**config.mk**
```make
export PLATFORM = sky130hd
export DESIGN_NAME = bitmap_block_pool_allocator_flat
export DESIGN_NICKNAME = d
export VERILOG_FILES = /design/src/bbpa_pkg.sv /design/src/bbpa_req_if.sv /design/src/bbpa_rsp_if.sv /design/src/bbpa_cfg_if.sv /design/src/bbpa_map_ram.sv /design/src/bbpa_div.sv /design/src/bitmap_block_pool_allocator.sv /design/src/flat_wrapper.sv
export SDC_FILE = /design/constraint.sdc
export NUM_CORES = 2
export LEC_CHECK = 0
export BUFFER_PORTS_ARGS = -buffer_cell sky130_fd_sc_hd__buf_4
export CAP_MARGIN = 0
export CORE_MARGIN = 2
export CORE_UTILIZATION = 40
export CTS_CLUSTER_SIZE = 12
export DETAILED_ROUTE_END_ITERATION = 8
export SETUP_SLACK_MARGIN = 0.5
export SYNTH_ARGS = -nofsm -noshare
export SYNTH_HDL_FRONTEND = slang
export SYNTH_SLANG_ARGS = --single-unit
```
**constraint.sdc**
```tcl
create_clock -name clk -period 9.2 [get_ports clk]
set_input_delay 0.92 -clock clk [delete_from_list [all_inputs] [get_ports clk]]
set_output_delay 0.92 -clock clk [all_outputs]
set_load 0.02 [all_outputs]
```
**src/bbpa_pkg.sv**
```systemverilog
// Shared types and constants of the bitmap block pool allocator.
package bbpa_pkg;

	localparam int ADDR_W     = 32;
	localparam int BLOCK_W    = 17;
	localparam int NBLK_W     = 7;
	localparam int PAGE_W     = 21;
	localparam int LIMIT_W    = 5;
	localparam int CFG_IDX_W  = 3;
	localparam int CFG_DATA_W = 32;
	localparam int DIV_CNT_W  = $clog2(PAGE_W + 1);

	localparam logic [7:0]  MAP_FILL_BYTE = 8'hff;
	localparam logic [63:0] MAP_FILL      = {8{MAP_FILL_BYTE}};

	localparam logic [CFG_IDX_W-1:0] CFG_BLOCK_BYTES    = 3'd0;
	localparam logic [CFG_IDX_W-1:0] CFG_BLOCKS_IN_PAGE = 3'd1;
	localparam logic [CFG_IDX_W-1:0] CFG_PAGE_BYTES     = 3'd2;
	localparam logic [CFG_IDX_W-1:0] CFG_POOL_BASE      = 3'd3;
	localparam logic [CFG_IDX_W-1:0] CFG_PAGE_LIMIT     = 3'd4;

	localparam logic [BLOCK_W-1:0] RST_BLOCK_BYTES    = 17'd64;
	localparam logic [NBLK_W-1:0]  RST_BLOCKS_IN_PAGE = 7'd64;
	localparam logic [PAGE_W-1:0]  RST_PAGE_BYTES     = 21'd4096;
	localparam logic [ADDR_W-1:0]  RST_POOL_BASE      = 32'd0;
	localparam logic [LIMIT_W-1:0] RST_PAGE_LIMIT     = 5'd16;

	localparam logic OP_ALLOC = 1'b0;
	localparam logic OP_FREE  = 1'b1;

	typedef enum logic [1:0] {
		ST_OK           = 2'd0,
		ST_NO_PAGE      = 2'd1,
		ST_BAD_ADDR     = 2'd2,
		ST_ALREADY_FREE = 2'd3
	} status_t;

	typedef struct packed {
		logic               start;
		logic [PAGE_W-1:0]  dividend;
		logic [BLOCK_W-1:0] divisor;
	} div_req_t;

	typedef struct packed {
		logic              done;
		logic [PAGE_W-1:0] quotient;
	} div_rsp_t;

endpackage

```
**src/bbpa_req_if.sv**
```systemverilog
// Request channel: operation and address to free.
interface bbpa_req_if import bbpa_pkg::*; ();
	logic              valid;
	logic              ready;
	logic              op;
	logic [ADDR_W-1:0] free_addr;

	modport source (output valid, output op, output free_addr, input ready);
	modport sink (input valid, input op, input free_addr, output ready);
endinterface

```
**src/bbpa_rsp_if.sv**
```systemverilog
// Response channel: status and allocated block address.
interface bbpa_rsp_if import bbpa_pkg::*; ();
	logic              valid;
	logic              ready;
	logic [1:0]        status;
	logic [ADDR_W-1:0] block_addr;

	modport source (output valid, output status, output block_addr, input ready);
	modport sink (input valid, input status, input block_addr, output ready);
endinterface

```
**src/bbpa_cfg_if.sv**
```systemverilog
// Configuration write channel: register index and write data.
interface bbpa_cfg_if import bbpa_pkg::*; ();
	logic                  valid;
	logic                  ready;
	logic [CFG_IDX_W-1:0]  index;
	logic [CFG_DATA_W-1:0] data;

	modport source (output valid, output index, output data, input ready);
	modport sink (input valid, input index, input data, output ready);
endinterface

```
**src/bbpa_map_ram.sv**
```systemverilog
// Free bitmap memory: one write port, one registered read port that holds its data.
module bbpa_map_ram #(
	parameter int DEPTH = 16,
	parameter int WIDTH = 64
) (
	input  logic                                 clk,
	input  logic                                 we,
	input  logic [(DEPTH > 1 ? $clog2(DEPTH) : 1)-1:0] waddr,
	input  logic [WIDTH-1:0]                     wdata,
	input  logic                                 re,
	input  logic [(DEPTH > 1 ? $clog2(DEPTH) : 1)-1:0] raddr,
	output logic [WIDTH-1:0]                     rdata
);
	logic [WIDTH-1:0] mem [DEPTH];
	logic [WIDTH-1:0] rdata_q;

	always_ff @(posedge clk) begin
		if (we) begin
			mem[waddr] <= wdata;
		end
		if (re) begin
			rdata_q <= mem[raddr];
		end
	end

	assign rdata = rdata_q;
endmodule

```
**src/bbpa_div.sv**
```systemverilog
// Restoring divider for page offset by block size, one quotient bit per cycle.
module bbpa_div import bbpa_pkg::*; (
	input  logic     clk,
	input  logic     arst_n,
	input  div_req_t req,
	output div_rsp_t rsp
);
	logic                 busy_q;
	logic                 done_q;
	logic [DIV_CNT_W-1:0] cnt_q;
	logic [BLOCK_W-1:0]   rem_q;
	logic [PAGE_W-1:0]    quo_q;
	logic [BLOCK_W-1:0]   dvs_q;
	logic [BLOCK_W:0]     trial;
	logic                 fits;

	assign trial = {rem_q, quo_q[PAGE_W-1]};
	assign fits  = trial >= {1'b0, dvs_q};

	always_ff @(posedge clk or negedge arst_n) begin
		if (!arst_n) begin
			busy_q <= 1'b0;
			done_q <= 1'b0;
			cnt_q  <= '0;
		end else begin
			done_q <= !req.start && busy_q && cnt_q == DIV_CNT_W'(1);
			if (req.start) begin
				busy_q <= 1'b1;
				cnt_q  <= DIV_CNT_W'(PAGE_W);
			end else if (busy_q) begin
				cnt_q <= cnt_q - 1'b1;
				if (cnt_q == DIV_CNT_W'(1)) begin
					busy_q <= 1'b0;
				end
			end
		end
	end

	always_ff @(posedge clk) begin
		if (req.start) begin
			rem_q <= '0;
			quo_q <= req.dividend;
			dvs_q <= req.divisor;
		end else if (busy_q) begin
			rem_q <= fits ? BLOCK_W'(trial - {1'b0, dvs_q}) : trial[BLOCK_W-1:0];
			quo_q <= {quo_q[PAGE_W-2:0], fits};
		end
	end

	assign rsp.done     = done_q;
	assign rsp.quotient = quo_q;
endmodule

```
**src/bitmap_block_pool_allocator.sv**
```systemverilog
// Bitmap block pool allocator: top level with request sequencer and shared multiplier.
//
// One request at a time. An allocate scans the present pages, with one memory read and
// one bitmap check each, and brings in a new page when none has a free block; a failed
// allocate scans every present page without finding room; a free tests the pages and,
// on a hit, waits on the restoring divider that turns the page offset into a block index.
// The bitmap memory has one write port and one registered read port, and the one
// registered multiplier is shared by the slot base and the block offset. A finished
// result sits in an output register, and the next request is taken while it waits.
module bitmap_block_pool_allocator import bbpa_pkg::*; #(
	parameter int MAX_PAGES  = 16,
	parameter int MAX_BLOCKS = 64
) (
	input logic         clk,
	input logic         arst_n,
	bbpa_req_if.sink    req,
	bbpa_rsp_if.source  rsp,
	bbpa_cfg_if.sink    cfg
);
	localparam int PW   = MAX_PAGES > 1 ? $clog2(MAX_PAGES) : 1;
	localparam int PCW  = $clog2(MAX_PAGES + 1);
	localparam int LW   = PCW > LIMIT_W ? PCW : LIMIT_W;
	localparam int IW   = MAX_BLOCKS > 1 ? $clog2(MAX_BLOCKS) : 1;
	localparam int MB   = MAX_BLOCKS;

	typedef enum logic [11:0] {
		S_IDLE  = 12'b000000000001,
		S_ARD   = 12'b000000000010,
		S_ACHK  = 12'b000000000100,
		S_NEWPG = 12'b000000001000,
		S_MP    = 12'b000000010000,
		S_MI    = 12'b000000100000,
		S_ADD   = 12'b000001000000,
		S_FMP   = 12'b000010000000,
		S_FBASE = 12'b000100000000,
		S_FCMP  = 12'b001000000000,
		S_FDIV  = 12'b010000000000,
		S_DONE  = 12'b100000000000
	} state_t;

	state_t state_q;

	logic [BLOCK_W-1:0] bb_q;
	logic [NBLK_W-1:0]  nbp_q;
	logic [PAGE_W-1:0]  pgb_q;
	logic [ADDR_W-1:0]  base_q;
	logic [LIMIT_W-1:0] lim_q;

	logic [PCW-1:0]    pp_q;
	logic [PW-1:0]     p_q;
	logic [IW-1:0]     idx_q;
	logic [ADDR_W-1:0] faddr_q;
	logic [ADDR_W-1:0] cur_base_q;
	logic [ADDR_W-1:0] acc_q;
	logic [ADDR_W-1:0] prod_q;
	status_t           res_status_q;
	logic [ADDR_W-1:0] res_addr_q;
	logic              rsp_valid_q;
	status_t           rsp_status_q;
	logic [ADDR_W-1:0] rsp_addr_q;

	logic [BLOCK_W-1:0] ebb;
	logic [PAGE_W-1:0]  epb;
	logic [NBLK_W-1:0]  enb;
	logic [LW-1:0]      elim;
	logic [LW-1:0]      lim_ext;
	logic [MB-1:0]      vm;
	logic [MB-1:0]      masked;
	logic [MB-1:0]      lowbit;
	logic [IW-1:0]      lo_idx;
	logic [ADDR_W-1:0]  mul_a;
	logic [ADDR_W-1:0]  mul_b;
	logic [ADDR_W-1:0]  off;
	logic               off_hit;
	logic [IW-1:0]      qi;
	logic               q_bad;
	logic               out_free;

	logic          map_we;
	logic [PW-1:0] map_waddr;
	logic [MB-1:0] map_wdata;
	logic          map_re;
	logic [MB-1:0] map_rdata;

	div_req_t div_req;
	div_rsp_t div_rsp;

	bbpa_map_ram #(
		.DEPTH(MAX_PAGES),
		.WIDTH(MB)
	) u_map (
		.clk  (clk),
		.we   (map_we),
		.waddr(map_waddr),
		.wdata(map_wdata),
		.re   (map_re),
		.raddr(p_q),
		.rdata(map_rdata)
	);

	bbpa_div u_div (
		.clk   (clk),
		.arst_n(arst_n),
		.req   (div_req),
		.rsp   (div_rsp)
	);

	assign ebb     = (bb_q == '0) ? BLOCK_W'(1) : bb_q;
	assign epb     = (pgb_q == '0) ? PAGE_W'(1) : pgb_q;
	assign enb     = (nbp_q == '0) ? NBLK_W'(1) :
		(nbp_q > NBLK_W'(MAX_BLOCKS)) ? NBLK_W'(MAX_BLOCKS) : nbp_q;
	assign lim_ext = LW'(lim_q);
	assign elim    = (lim_ext > LW'(MAX_PAGES)) ? LW'(MAX_PAGES) : lim_ext;

	always_comb begin
		for (int i = 0; i < MB; i++) begin
			vm[i] = NBLK_W'(i) < enb;
		end
	end

	assign masked = map_rdata & vm;
	assign lowbit = masked & (~masked + MB'(1));

	always_comb begin
		lo_idx = '0;
		for (int i = 0; i < MB; i++) begin
			if (lowbit[i]) begin
				lo_idx = lo_idx | IW'(i);
			end
		end
	end

	assign off     = faddr_q - cur_base_q;
	assign off_hit = off < ADDR_W'(epb);
	assign qi      = div_rsp.quotient[IW-1:0];
	assign q_bad   = div_rsp.quotient >= PAGE_W'(enb);

	assign mul_a = (state_q == S_MI) ? ADDR_W'(ebb) : ADDR_W'(epb);
	assign mul_b = (state_q == S_MI) ? ADDR_W'(idx_q) : ADDR_W'(p_q);

	always_ff @(posedge clk) begin
		prod_q <= mul_a * mul_b;
	end

	assign out_free = !rsp_valid_q || rsp.ready;

	always_comb begin
		map_we           = 1'b0;
		map_waddr        = p_q;
		map_wdata        = map_rdata;
		map_re           = 1'b0;
		div_req.start    = 1'b0;
		div_req.dividend = off[PAGE_W-1:0];
		div_req.divisor  = ebb;
		case (state_q)
			S_ARD: begin
				map_re = 1'b1;
			end
			S_ACHK: begin
				map_we    = masked != '0;
				map_wdata = map_rdata & ~lowbit;
			end
			S_NEWPG: begin
				map_we    = LW'(pp_q) < elim;
				map_waddr = PW'(pp_q);
				map_wdata = MAP_FILL[MB-1:0] & ~MB'(1);
			end
			S_FCMP: begin
				map_re        = off_hit;
				div_req.start = off_hit;
			end
			S_FDIV: begin
				map_we    = div_rsp.done && !q_bad && !map_rdata[qi];
				map_wdata = map_rdata | (MB'(1) << qi);
			end
			default: begin
			end
		endcase
	end

	always_ff @(posedge clk or negedge arst_n) begin
		if (!arst_n) begin
			bb_q   <= RST_BLOCK_BYTES;
			nbp_q  <= RST_BLOCKS_IN_PAGE;
			pgb_q  <= RST_PAGE_BYTES;
			base_q <= RST_POOL_BASE;
			lim_q  <= RST_PAGE_LIMIT;
		end else if (cfg.valid) begin
			case (cfg.index)
				CFG_BLOCK_BYTES:    bb_q   <= cfg.data[BLOCK_W-1:0];
				CFG_BLOCKS_IN_PAGE: nbp_q  <= cfg.data[NBLK_W-1:0];
				CFG_PAGE_BYTES:     pgb_q  <= cfg.data[PAGE_W-1:0];
				CFG_POOL_BASE:      base_q <= cfg.data[ADDR_W-1:0];
				CFG_PAGE_LIMIT:     lim_q  <= cfg.data[LIMIT_W-1:0];
				default: begin
				end
			endcase
		end
	end

	always_ff @(posedge clk or negedge arst_n) begin
		if (!arst_n) begin
			state_q     <= S_IDLE;
			pp_q        <= '0;
			rsp_valid_q <= 1'b0;
		end else begin
			if (rsp_valid_q && rsp.ready && state_q != S_DONE) begin
				rsp_valid_q <= 1'b0;
			end
			case (state_q)
				S_IDLE: begin
					if (req.valid) begin
						if (req.op == OP_ALLOC) begin
							state_q <= (pp_q == '0) ? S_NEWPG : S_ARD;
						end else begin
							state_q <= (pp_q == '0) ? S_DONE : S_FMP;
						end
					end
				end
				S_ARD: state_q <= S_ACHK;
				S_ACHK: begin
					if (masked != '0) begin
						state_q <= S_MP;
					end else begin
						state_q <= (p_q == '0) ? S_NEWPG : S_ARD;
					end
				end
				S_NEWPG: begin
					if (LW'(pp_q) < elim) begin
						pp_q    <= pp_q + 1'b1;
						state_q <= S_MP;
					end else begin
						state_q <= S_DONE;
					end
				end
				S_MP:    state_q <= S_MI;
				S_MI:    state_q <= S_ADD;
				S_ADD:   state_q <= S_DONE;
				S_FMP:   state_q <= S_FBASE;
				S_FBASE: state_q <= S_FCMP;
				S_FCMP: begin
					if (off_hit) begin
						state_q <= S_FDIV;
					end else if (p_q == '0) begin
						state_q <= S_DONE;
					end
				end
				S_FDIV: begin
					if (div_rsp.done) begin
						state_q <= S_DONE;
					end
				end
				S_DONE: begin
					if (out_free) begin
						rsp_valid_q <= 1'b1;
						state_q     <= S_IDLE;
					end
				end
				default: state_q <= S_IDLE;
			endcase
		end
	end

	always_ff @(posedge clk) begin
		case (state_q)
			S_IDLE: begin
				faddr_q      <= req.free_addr;
				p_q          <= PW'(pp_q - 1'b1);
				res_status_q <= ST_BAD_ADDR;
				res_addr_q   <= '0;
			end
			S_ACHK: begin
				idx_q <= lo_idx;
				if (masked == '0) begin
					p_q <= p_q - 1'b1;
				end
			end
			S_NEWPG: begin
				p_q          <= PW'(pp_q);
				idx_q        <= '0;
				res_status_q <= ST_NO_PAGE;
			end
			S_MI: begin
				acc_q <= base_q + prod_q;
			end
			S_ADD: begin
				res_addr_q   <= acc_q + prod_q;
				res_status_q <= ST_OK;
			end
			S_FBASE: begin
				cur_base_q <= base_q + prod_q;
			end
			S_FCMP: begin
				if (!off_hit) begin
					p_q        <= p_q - 1'b1;
					cur_base_q <= cur_base_q - ADDR_W'(epb);
				end
			end
			S_FDIV: begin
				if (div_rsp.done) begin
					if (q_bad) begin
						res_status_q <= ST_BAD_ADDR;
					end else if (map_rdata[qi]) begin
						res_status_q <= ST_ALREADY_FREE;
					end else begin
						res_status_q <= ST_OK;
					end
				end
			end
			S_DONE: begin
				if (out_free) begin
					rsp_status_q <= res_status_q;
					rsp_addr_q   <= res_addr_q;
				end
			end
			default: begin
			end
		endcase
	end

	assign req.ready      = state_q == S_IDLE;
	assign cfg.ready      = 1'b1;
	assign rsp.valid      = rsp_valid_q;
	assign rsp.status     = rsp_status_q;
	assign rsp.block_addr = rsp_addr_q;

	a_pages_step: assert property (@(posedge clk) disable iff (!arst_n)
		pp_q != $past(pp_q) |-> pp_q == $past(pp_q) + 1'b1)
		else $error("page count moved by other than one");

	a_pages_bound: assert property (@(posedge clk) disable iff (!arst_n)
		pp_q != $past(pp_q) |-> $past(state_q) == S_NEWPG)
		else $error("page brought in outside page bring-up");

	a_map_write: assert property (@(posedge clk) disable iff (!arst_n)
		map_we |-> state_q == S_ACHK || state_q == S_NEWPG || state_q == S_FDIV)
		else $error("bitmap written outside an update step");

	a_rsp_hold: assert property (@(posedge clk) disable iff (!arst_n)
		state_q == S_DONE && rsp_valid_q && !rsp.ready |=> state_q == S_DONE)
		else $error("result left while output register was occupied");

	a_div_wait: assert property (@(posedge clk) disable iff (!arst_n)
		div_req.start |=> state_q == S_FDIV)
		else $error("divider started without waiting for it");
endmodule

```
**src/flat_wrapper.sv**
```systemverilog
// flat-port wrapper written by rule: the top's interface ports become plain ports
module bitmap_block_pool_allocator_flat import bbpa_pkg::*;
#(
	parameter int MAX_PAGES  = 16,
	parameter int MAX_BLOCKS = 64
)
  (clk, arst_n, req_valid, req_op, req_free_addr, req_ready, rsp_valid, rsp_status, rsp_block_addr, rsp_ready, cfg_valid, cfg_index, cfg_data, cfg_ready);
  bbpa_req_if req_i ();
  bbpa_rsp_if rsp_i ();
  bbpa_cfg_if cfg_i ();
  input logic clk;
  input logic arst_n;
  input wire logic [$bits(req_i.valid)-1:0] req_valid;
  input wire logic [$bits(req_i.op)-1:0] req_op;
  input wire logic [$bits(req_i.free_addr)-1:0] req_free_addr;
  output wire logic [$bits(req_i.ready)-1:0] req_ready;
  output wire logic [$bits(rsp_i.valid)-1:0] rsp_valid;
  output wire logic [$bits(rsp_i.status)-1:0] rsp_status;
  output wire logic [$bits(rsp_i.block_addr)-1:0] rsp_block_addr;
  input wire logic [$bits(rsp_i.ready)-1:0] rsp_ready;
  input wire logic [$bits(cfg_i.valid)-1:0] cfg_valid;
  input wire logic [$bits(cfg_i.index)-1:0] cfg_index;
  input wire logic [$bits(cfg_i.data)-1:0] cfg_data;
  output wire logic [$bits(cfg_i.ready)-1:0] cfg_ready;
  assign req_i.valid = req_valid;
  assign req_i.op = req_op;
  assign req_i.free_addr = req_free_addr;
  assign req_ready = req_i.ready;
  assign rsp_valid = rsp_i.valid;
  assign rsp_status = rsp_i.status;
  assign rsp_block_addr = rsp_i.block_addr;
  assign rsp_i.ready = rsp_ready;
  assign cfg_i.valid = cfg_valid;
  assign cfg_i.index = cfg_index;
  assign cfg_i.data = cfg_data;
  assign cfg_ready = cfg_i.ready;
  bitmap_block_pool_allocator #(.MAX_PAGES(MAX_PAGES), .MAX_BLOCKS(MAX_BLOCKS)) u_core (.clk(clk), .arst_n(arst_n), .req(req_i), .rsp(rsp_i), .cfg(cfg_i));
endmodule
```
==> metrics.txt <==
status=finished, final reports clean; min Tclk post-route=between 7 and 8 ns; Longest Clk Path Bufs=3; switching share of power=about 35%; die width=418 um; Routability Congestion=about 1.0; Synth top area share=56.9%; register area share after synthesis=a little over 60%; Starting Density=approximately 40%; sequential fraction of design power=between 30% and 40%; Post-synth EDFFs=1300; Nets=between 5000 and 6000; critical path peak fanout=between 40 and 50; clock latency on the worst-skew pair=around 0.80 ns; Worst R2R Path Depth=25; worst setup path class=reg2reg; Vias/cell=5.84; Pre-antenna DRT Iters=7; VDD IR max=about 220 uV; row cnt=151; die area=~170000 um^2; Fillers=14857; Period Utilization, post-route=82.7%; TNS Setup=0 ns; Power per Cell Area=~300 nW/um^2; combinational share of power=roughly 38%; Diodes inserted=0; Layout area overhead=12.4%; Die Height=about 420 um; number of CTS-inserted buffers=around 160; DRT Wirelength=around 190000 um; vias in the first global route=41616; Tightest Pin Transition=approximately 1.3 ns; Critical Path RT=slightly below 10 ns; Yosys top cell by area=edfxtp_1; RSZ-0062 raised after global routing=no; Avg Cell Area, Syn=around 14 um^2; register bit total from synthesis=approximately 1500; Max Slew Vio Count=0; family with the most delay on the worst path=compound AO/OA/AOI/OAI gates; Slowest cell on crit path=and4b_2; final global-route overflow total=0; HPWL after DPL=123000 um; WL per Instance=26.8 um; post-route ant nets=0; CP bufs+invs=3; share of layout cells above drive strength 1=between 15 and 20%; worst min path class=in2async; H-Tree Depth=4; Clock Power Share=25.7%; endpoints failing hold=0; starting DRC count in detailed routing=4780; reg2reg start=u_core.state_q[6]; Ports=110; most frequent cells after synthesis=edfxtp_1 (1300), nand2_1 (385), nor2_1 (358); CTS Sinks=1452; Area contributors post-synth=edfxtp_1 (57%), mux4_2 (8.9%), dfrtp_1 (3.7%); Tot Pwr=0.0232 W; Hold Buf Count CTS=0; CORE AREA=~170000 um^2; first-pass GRT wire length=approximately 280000 um; post-synthesis cell count=4750; Cell Area, Synth=68600 um^2; most common cell in the synthesized netlist=edfxtp_1; routed vias=~42000; crit end category=flop; most used flip-flop cell after synthesis=edfxtp_1; Yosys cell types=between 90 and 100; RR Endpoint=u_core.prod_q[25]; drt drc=0; clock skew=0.0588 ns; largest stage delay on the critical path=0.85 ns; Worst Setup Start Kind=flop; P_leak=about 26 nW; initial antenna violation count=2; CTS tree=built; Critical Path AT=roughly 8.3 ns; largest net degree at the start of global routing=around 120; post-CTS setup buffer count=0; Slew Limit Headroom=between 10% and 20%; max frequency=around 0.13 GHz; r2r setup slk=~1.6 ns; P_sw=0.00824 W; post-cts sizing count=0; Clock transition at path regs=roughly 0.060 ns; synthesis warning total=0; Final setup violation count=0; Power Internal=~0.015 W; Post-synth ARST share=7.37%; IO Port Bufs=around 110; CTS root buffer=clkbuf_16; Total GRT Usage=between 20 and 25%; max cap viols=0
## worst max-delay path by stage
stage               slack (ns)         startpoint  cells past startpoint           endpoint
floorplan                 2.28  u_core.state_q[7]                     23  u_core.prod_q[25]
global placement          1.81  u_core.state_q[7]                     25  u_core.prod_q[25]
detailed placement        1.78  u_core.state_q[7]                     25  u_core.prod_q[25]
CTS                       1.73  u_core.state_q[6]                     25  u_core.prod_q[25]
global route              1.07  u_core.state_q[3]                     25  u_core.prod_q[25]
finish                    1.59  u_core.state_q[6]                     25  u_core.prod_q[25]
## area by class of cell
class | instances | area [um^2] | area share (%)
Sequential cell | 1452 | 42600 | 55.3
Tap cell | 2218 | 2780 | 3.60
Inverter | 217 | 817 | 1.06
Clock inverter | 51 | 592 | 0.767
Timing Repair Buffer | 189 | 1570 | 2.03
Multi-Input combinational cell | 2876 | 24600 | 31.8
Clock buffer | 213 | 4210 | 5.46
## power by group through the flow
stage	sequential, W	clock [W]	combinational [W]
CTS	0.00853	0.00610	0.00881
detailed placement	0.00866	0	0.00876
global route	0.00857	0.00635	0.00962
floorplan	0.00850	0	0.00621
global placement	0.00866	0	0.00866
finish	0.00853	0.00596	0.00872
## metal layers
layer	up-vias	wire (um)	GRT usage (%)	part of all wire, %
met3	363	11700	3.46	6.1
met4	0	7590	8.15	3.9
li1	18578	-	-	-
met5	-	0	0	0
met1	21665	78300	28.8	41
met2	1524	95600	36.9	49
## registers in the layout, indices dropped and copies added, names as in the netlist, 28 cells and up
signal and flops:
u_core.acc_q 32, u_core.base_q 32, u_core.cur_base_q 32, u_core.faddr_q 32
u_core.prod_q 28, u_core.res_addr_q 32, u_core.rsp.block_addr 32, u_core.u_map.mem 1024
u_core.u_map.rdata 64
## cell usage in the layout, fill, tap and decap left out, types with 30 or more instances in the layout
cell type and n:
a21o_1 52, a21oi_1 153, a221o_1 41, and3_1 36
buf_4 177, clkbuf_1 51, clkbuf_16 159, dfrtp_1 102
dfxtp_1 45, edfxtp_1 1300, fa_1 82, ha_1 199
inv_1 214, mux2_2 73, mux2i_1 85, mux4_2 271
nand2_1 383, nand2b_1 42, nand3_1 61, nand4_1 34
nor2_1 344, nor2b_1 46, nor3_1 81, nor4_1 30
o21a_1 36, o21ai_0 185, o22ai_1 73, xnor2_1 91
xor2_1 41
## cells by family (layout without fill, tap and decap cells)
logic type                 Yosys count  in the layout  share of synthesized area [%]
muxes                              444            444                           11.6
adders and majority gates          281            281                           6.02
DFF                               1452           1452                           62.1
AOI/OAI and AO/OA                  801            801                           7.79
xor gates and xnor gates           132            132                           1.69
buffers and inverters              430            670                           2.38
other                                2             10                         0.0109
and+or+nand+nor                   1208           1208                           8.41
## metrics by stage
step | hold slack [ns] | std cells | setup slack (ns) | area, um^2 | util (%)
after CTS | 0.0962 | 7216 | 1.73 | 77100 | 45.4
after global placement | 0.401 | 6952 | 1.81 | 72300 | 42.6
final | 0.136 | 7216 | 1.59 | 77100 | 45.4
after global routing | 0.126 | 7216 | 1.07 | 77100 | 45.4
after detailed placement | 0.405 | 6952 | 1.78 | 72300 | 42.6
after floorplan | 0.400 | 4758 | 2.28 | 68600 | -
Power figures use the tool's default switching activity.
